`src/rtl/dmcht_pkg.sv`:
```
// shared types and constants for the direct-mapped cache hit tracker
package dmcht_pkg;

  localparam int ADDR_W        = 32;
  localparam int LINE_W        = 10;
  localparam int MAX_LINES     = 1 << LINE_W;
  localparam int CNT_W         = 32;
  localparam int RATE_W        = 17;
  localparam int QUO_W         = 17;
  localparam int NUM_W         = 48;
  localparam int MEMORY_CYCLES = 100;
  localparam int SCALE_W       = 15;
  localparam logic [SCALE_W-1:0] MISS_SCALE = SCALE_W'(MEMORY_CYCLES * 256);
  localparam int TDATA_OUT_W   = 192;

  localparam int CFG_IDX_W = 2;
  localparam logic [CFG_IDX_W-1:0] CFG_OFFSET_BITS   = 2'd0;
  localparam logic [CFG_IDX_W-1:0] CFG_INDEX_BITS    = 2'd1;
  localparam logic [CFG_IDX_W-1:0] CFG_ACCESS_CYCLES = 2'd2;

  typedef enum logic [1:0] {
    F_CLEAR,
    F_IDLE,
    F_LOOKUP
  } front_state_t;

  typedef enum logic [2:0] {
    B_IDLE,
    B_MUL,
    B_DIV_RATES,
    B_DIV_AMAT,
    B_OUT
  } back_state_t;

  typedef struct packed {
    logic              hit;
    logic [LINE_W-1:0] line_index;
    logic [ADDR_W-1:0] tag_value;
    logic [CNT_W-1:0]  access_count;
    logic [CNT_W-1:0]  hit_count;
    logic [CNT_W-1:0]  miss_count;
  } item_t;

  typedef struct packed {
    item_t             lookup;
    logic [RATE_W-1:0] hit_rate_q16;
    logic [RATE_W-1:0] miss_rate_q16;
    logic [RATE_W-1:0] amat_q8;
  } result_t;

endpackage

```
`src/rtl/dmcht_fifo.sv`:
```
// two-entry item queue between lookup and statistics
module dmcht_fifo (
  input  logic              clk,
  input  logic              rst,
  input  logic              push,
  input  dmcht_pkg::item_t  push_item,
  output logic              full,
  input  logic              pop,
  output dmcht_pkg::item_t  pop_item,
  output logic              empty
);
  import dmcht_pkg::*;

  item_t      entries [2];
  logic       wr_ptr, rd_ptr;
  logic [1:0] count;

  assign full     = (count == 2'd2);
  assign empty    = (count == 2'd0);
  assign pop_item = entries[rd_ptr];

  always_ff @(posedge clk) begin
    if (push && !full) begin
      entries[wr_ptr] <= push_item;
    end
  end

  always_ff @(posedge clk) begin
    if (rst) begin
      wr_ptr <= 1'b0;
      rd_ptr <= 1'b0;
      count  <= 2'd0;
    end else begin
      if (push && !full) wr_ptr <= ~wr_ptr;
      if (pop && !empty) rd_ptr <= ~rd_ptr;
      unique case ({push && !full, pop && !empty})
        2'b10:   count <= count + 2'd1;
        2'b01:   count <= count - 2'd1;
        default: count <= count;
      endcase
    end
  end

endmodule

```
`config.mk`:
```
export PLATFORM = sky130hd
export DESIGN_NAME = dmcht_fifo
export DESIGN_NICKNAME = d
export VERILOG_FILES = /design/src/rtl/dmcht_pkg.sv /design/src/rtl/dmcht_fifo.sv
export SDC_FILE = /design/constraint.sdc
export NUM_CORES = 1
export LEC_CHECK = 0
export BUFFER_PORTS_ARGS = -buffer_cell sky130_fd_sc_hd__buf_2
export CORE_AREA = 3 3 215 217
export DETAILED_ROUTE_END_ITERATION = 6
export DIE_AREA = 0 0 218 220
export PLACE_DENSITY = 0.53
export SYNTH_ARGS = -nofsm -noshare
export SYNTH_HDL_FRONTEND = slang
export SYNTH_SLANG_ARGS = --single-unit
```
`constraint.sdc`:
```
create_clock -name clk -period 4.8 [get_ports clk]
set_clock_uncertainty 0.1 [all_clocks]
set_input_delay 0.96 -clock clk [delete_from_list [all_inputs] [get_ports clk]]
set_output_delay 0.96 -clock clk [all_outputs]
set_load 0.02 [all_outputs]
```
# Word-level counts from Yosys, hierarchy flattened
# Memories as Yosys holds them, arrays and structs flattened. A register that Yosys moved wholly into a read port is not among the register bits.
# Cells that the tools add are included.
[word_totals]
elab_cells = 22
out_inout_bits = 141
memories = 1
reg_bits = 4
input_bits = 143
ramBits = 278
[classes]
eq_ne = 3
bitwise = 2
reduce_logical = 6
n_mux = 5
add_sub_neg = 2
[mem_list]
columns = ["memory", "words", "word_bits", "rd", "rd_clocked_by_memory_dff", "write_ports", "line", "rtl"]
rows = [
  ["entries", 2, 139, 1, 1, 1, "dmcht_fifo.sv:14", "item_t entries [2];"],
]
[op_table]
columns = ["cell", "count"]
rows = [
  ["2-bit == test, second input constant", 2],
  ["1-bit two-way mux", 4],
  ["2-bit case mux with 2 select lines", 1],
  ["2-bit by 1-bit adder with 2-bit output, second input constant", 1],
  ["2-bit by 1-bit == test with 1-bit output, second input constant", 1],
  ["1-bit logical AND", 2],
  ["1-bit zero test", 2],
  ["2-bit zero test", 1],
  ["1-bit inverter", 2],
  ["2-bit nonzero test", 1],
  ["2-bit by 1-bit subtractor with 2-bit output, second input constant", 1],
]

# Depth between registers and ports, before layout
[logic_depth]
ltp_word = 5
ltp_mapped = 6
mapped_depth_nobuf = 6

# Worst setup path before layout
# No wires, ideal clock.
[synth_timing]
path_kind = "input -> register"
startpoint = "input port push"
endpoint = "memory entries[1][0] in the netlist's numbering, enable pin"
path_stages = 1
setup_ns = 0.516
t_arrival_ns = 4.205
n_path_buf = 0
path_slack_ns = -0.020
t_required_ns = 4.184
cell_sequence = "and3_1"
[synth_between]
elab_chain_cells = 3
[synth_rtl]
columns = ["element", "line", "rtl"]
rows = [
  ["start, declared", "dmcht_fifo.sv:5", "input logic push,"],
  ["1-bit logical AND", "dmcht_fifo.sv:23", "if (push && !full) begin"],
  ["1-bit two-way mux", "dmcht_fifo.sv:23", ""],
  ["1-bit two-way mux (implied by the code)", "dmcht_fifo.sv:24", "entries[wr_ptr] <= push_item;"],
  ["end, declared", "dmcht_fifo.sv:14", ""],
]
# No other way between the ends.

==> run summary <==
The startpoint of the worst register-to-register path is count[0]$_SDFFE_PP0P_. The slowest stage of the critical path is the sky130_fd_sc_hd__buf_4 cell. The endpoint identified for the worst register-to-register timing path is entries[0][129]$_DFFE_PP_. The tools report the weighted congestion at the end of routability-driven global placement as 0.695. Gate family responsible for the most delay along the worst path: buffers and inverters. The max-capacitance violation count is 0, and the static power due to leakage is 4.82 nW. Once detail routing completed, the nets flagged for antenna violations numbered 0. The tools report the root cell of the clock tree as sky130_fd_sc_hd__clkbuf_16.

The number of clock buffers inserted by TritonCTS is 31, and the final global-route overflow total is 0. The number of cells traversed by the worst register-to-register path works out to 5. Setup violations remaining at the end of the flow were counted as 0.

Height of the die: 220 microns. Counting both buffers and inverters, the worst setup path holds a total of 2. The cell row count was 77; the critical path arrival was 2.29 ns.

The number of distinct library cell variants in the gate-level netlist after synthesis was 18. Sequential cell area fraction in the yosys report: 82.7%. The number of levels the H-tree was split into was 1; the post-cts repair resize count was 0.

Measured against its own limit, the worst slew margin works out to 36.9%. The initial utilization of the core area, before any placement, comes to 23.0%. For this run, the share of the core covered by cells in the final layout is 30.1%. The tools report the number of global-route vias before repair as 5,593. The synthesized net count is 602. The worst setup path is of the flop to output pin kind. Synthesis produced 458 cells. Using the TritonRoute via totals, the vias-per-cell ratio works out to 3.83.

In this run the horizontal extent of the chip is 218 microns. The number of nets at the end of the flow was 911. The area growth from synthesis to layout is 30.7%. The transition time at the pin with the least slew margin was 0.946 ns; the clock-pin slew reported for the worst setup and hold paths after clock tree synthesis was 0.06 ns. Detailed placement ended at an HPWL of 14,500 microns. The area inside the core boundary was 44,300 sq um; the final number of max-transition violations was 0. The netlist area before placement is 10,200 sq um. STA classifies the critical path endpoint as an output pin. Counting along the longest clock path gives a buffer depth of 3.

Counting instances, the worst hold path has a depth of 2. The hold violation count in the final report came out at 0. The die covers 48,000 sq um. The worst hold path class is flop to flop. Setup repair after global routing left no endpoint under its margin. For the worst-skew pair, the clock arrives at the later sink with an insertion delay of 0.54 ns. The run gives 4,425 as the filler cell count in the final layout. For this block, the routed nets add up to 22,300 microns of wire.

Across every metal layer, demand over resource in global routing totals 8.80%. The worst-path maximum fanout came out at 64. The largest stage delay on the critical path is 0.69 ns, and the shortest period the worst path allows is 3.35 ns.

The first-pass GRT wire length is 32,600 microns. The flow ran to the end, and the final reports show no timing, DRC or antenna violations. Mean instance size in the synthesized netlist: 22.3 sq um. The setup TNS is 0 ns. The cell area power density works out to 560 nW/um^2. For the number of iterations in the first detailed-routing pass, the log shows 4.

Walking the worst path, the cells encountered are buf_4 > mux2_2 > buf_2. The placed instances occupy a cell area of 12,400 sq um. Entering global routing, the biggest net connects 76 pins. After synthesis the netlist holds a flip-flop and latch count of 283. The destination of the worst hold path is wr_ptr$_SDFFE_PP0P_.

For the peak supply drop, the log shows 316 uV. After the first detailed-routing iteration, the DRC count stood at 284. After detailed routing, the number of remaining DRC violations is 0. In the final routed layout, each cell accounts on average for 16.1 microns.

The worst reg-to-reg setup slack was 2.37 ns; the quantity of I/O buffers inserted on ports was 283. Total non-filler cell area in the finished layout: 13,300 sq um. The number of buffers inserted for hold repair after clock tree synthesis was 0; the number of ports placed on the die boundary was 284. Fraction of layout cells with a size suffix above 1: 60.3%. The final clock period utilization by the worst path is 69.9%. For this run, the number of Yosys warnings is 0.

The clock net in this run drives a total of 283 sinks. The tools report the worst hold path startpoint as wr_ptr$_SDFFE_PP0P_. Static timing analysis puts the maximum clock frequency at 298 MHz. STA classifies the critical path startpoint as a flop. TritonCTS built the clock tree. The number of post-CTS setup repair buffers is 0, and the total number of vias is 5,295. The critical path required time is 3.74 ns, and the initial antenna violation count is 1.
-- worst max-delay path by stage --
stage                     cells past startpoint                   endpoint
after floorplan                               3    entries[0][0]$_DFFE_PP_
after global placement                        5  entries[0][100]$_DFFE_PP_
after detailed placement                      5  entries[0][100]$_DFFE_PP_
after CTS                                     3              pop_item[136]
after global routing                          3               pop_item[71]
final                                         3               pop_item[71]
-- flip-flops by register name, indices dropped and copies added, names as in the netlist, named ones only --
register  flops
entries     278
count         2
rd_ptr        1
wr_ptr        1
-- synthesized netlist by cell type (all sizes together) --
library cell,instances,area [sq um]
xnor2,2,17.5
ha,1,12.5
and3,1,6.26
nand2b,1,8.76
edfxtp,278,8350
dfxtp,5,100
a21oi,2,10.0
or3,2,12.5
inv,3,11.3
nand2,1,3.75
xor2,1,8.76
o21a,1,7.51
o21ai,2,10.0
buf,15,77.6
mux2,139,1570
nor2,4,15.0
-- layer usage --
layer / vias to the layer above / part of all wire (%) / wire (microns) / GRT usage [%]
met3: 43 / 8.5 / 1910 / 3.13
met4: 2 / 2.2 / 484 / 2.70
met5: - / 0.090 / 20 / 0
met2: 185 / 48 / 10700 / 14.7
li1: 2447 / - / - / -
met1: 2618 / 41 / 9200 / 10.7
-- cell type report --
type	count	area (sq um)	area share (%)
sequential	283	8450	63.3
tap	592	741	5.55
antenna	1	2.50	0.0187
clock buffer	46	852	6.38
timing repair buffer	291	1510	11.3
clock inverter	11	87.6	0.656
multi-input combinational	157	1680	12.6
inverter	3	16.3	0.122
-- worst min-delay path: stages (launching register included) --
cell,delay [ns]
sky130_fd_sc_hd__dfxtp_1,0.32
sky130_fd_sc_hd__o21ai_0,0.07
sky130_fd_sc_hd__a21oi_1,0.07
-- cells by family after synthesis --
group                    Yosys count  synth area share, %
buffers and inverters             18                0.870
XOR/XNOR                           3                0.257
flip-flops                       283                 82.7
AO/OA/AOI/OAI                      5                0.270
multiplexers                     139                 15.3
adder cells (fa/ha/maj)            1                0.122
AND/OR/NAND/NOR                    9                0.453
-- placed cells by master (no fill, tap or decap), types with 2 or more instances in the layout --
| cell | synthesis | final |
|---|---|---|
| sky130_fd_sc_hd__buf_2 | 14 | 283 |
| sky130_fd_sc_hd__edfxtp_1 | 278 | 278 |
| sky130_fd_sc_hd__mux2_2 | 139 | 139 |
| sky130_fd_sc_hd__clkbuf_16 | 0 | 31 |
| sky130_fd_sc_hd__clkbuf_1 | 0 | 13 |
| sky130_fd_sc_hd__buf_4 | 1 | 5 |
| sky130_fd_sc_hd__nor2_1 | 4 | 4 |
| sky130_fd_sc_hd__clkinv_2 | 0 | 4 |
| sky130_fd_sc_hd__clkinvlp_4 | 0 | 4 |
| sky130_fd_sc_hd__dfxtp_1 | 5 | 4 |
| sky130_fd_sc_hd__buf_12 | 0 | 3 |
| sky130_fd_sc_hd__or3_1 | 2 | 2 |
| sky130_fd_sc_hd__xnor2_1 | 2 | 2 |
| sky130_fd_sc_hd__o21ai_0 | 2 | 2 |
| sky130_fd_sc_hd__a21oi_1 | 2 | 2 |
| sky130_fd_sc_hd__clkinv_1 | 0 | 2 |
| sky130_fd_sc_hd__clkbuf_8 | 0 | 2 |
-- metrics by stage --
stage                     worst slack (ns)  hold WS [ns]  power (mW)  instances
after floorplan                      0.160         0.351        4.67        458
after global placement                1.81         0.386        5.38       1326
after detailed placement              1.80         0.396        5.40       1326
after CTS                             1.39         0.405        7.63       1383
after global routing                  1.31         0.441        7.86       1383
final                                 1.45         0.400        7.47       1384
-- where the power goes --
part / total (mW) / switching (mW) / internal [mW]
Sequential: 3.19 / 0.0729 / 3.12
Combinational: 2.09 / 1.29 / 0.807
Clock: 2.19 / 0.912 / 1.27
Total: 7.47 / 2.27 / 5.20
(Power assumes the default switching activity.)
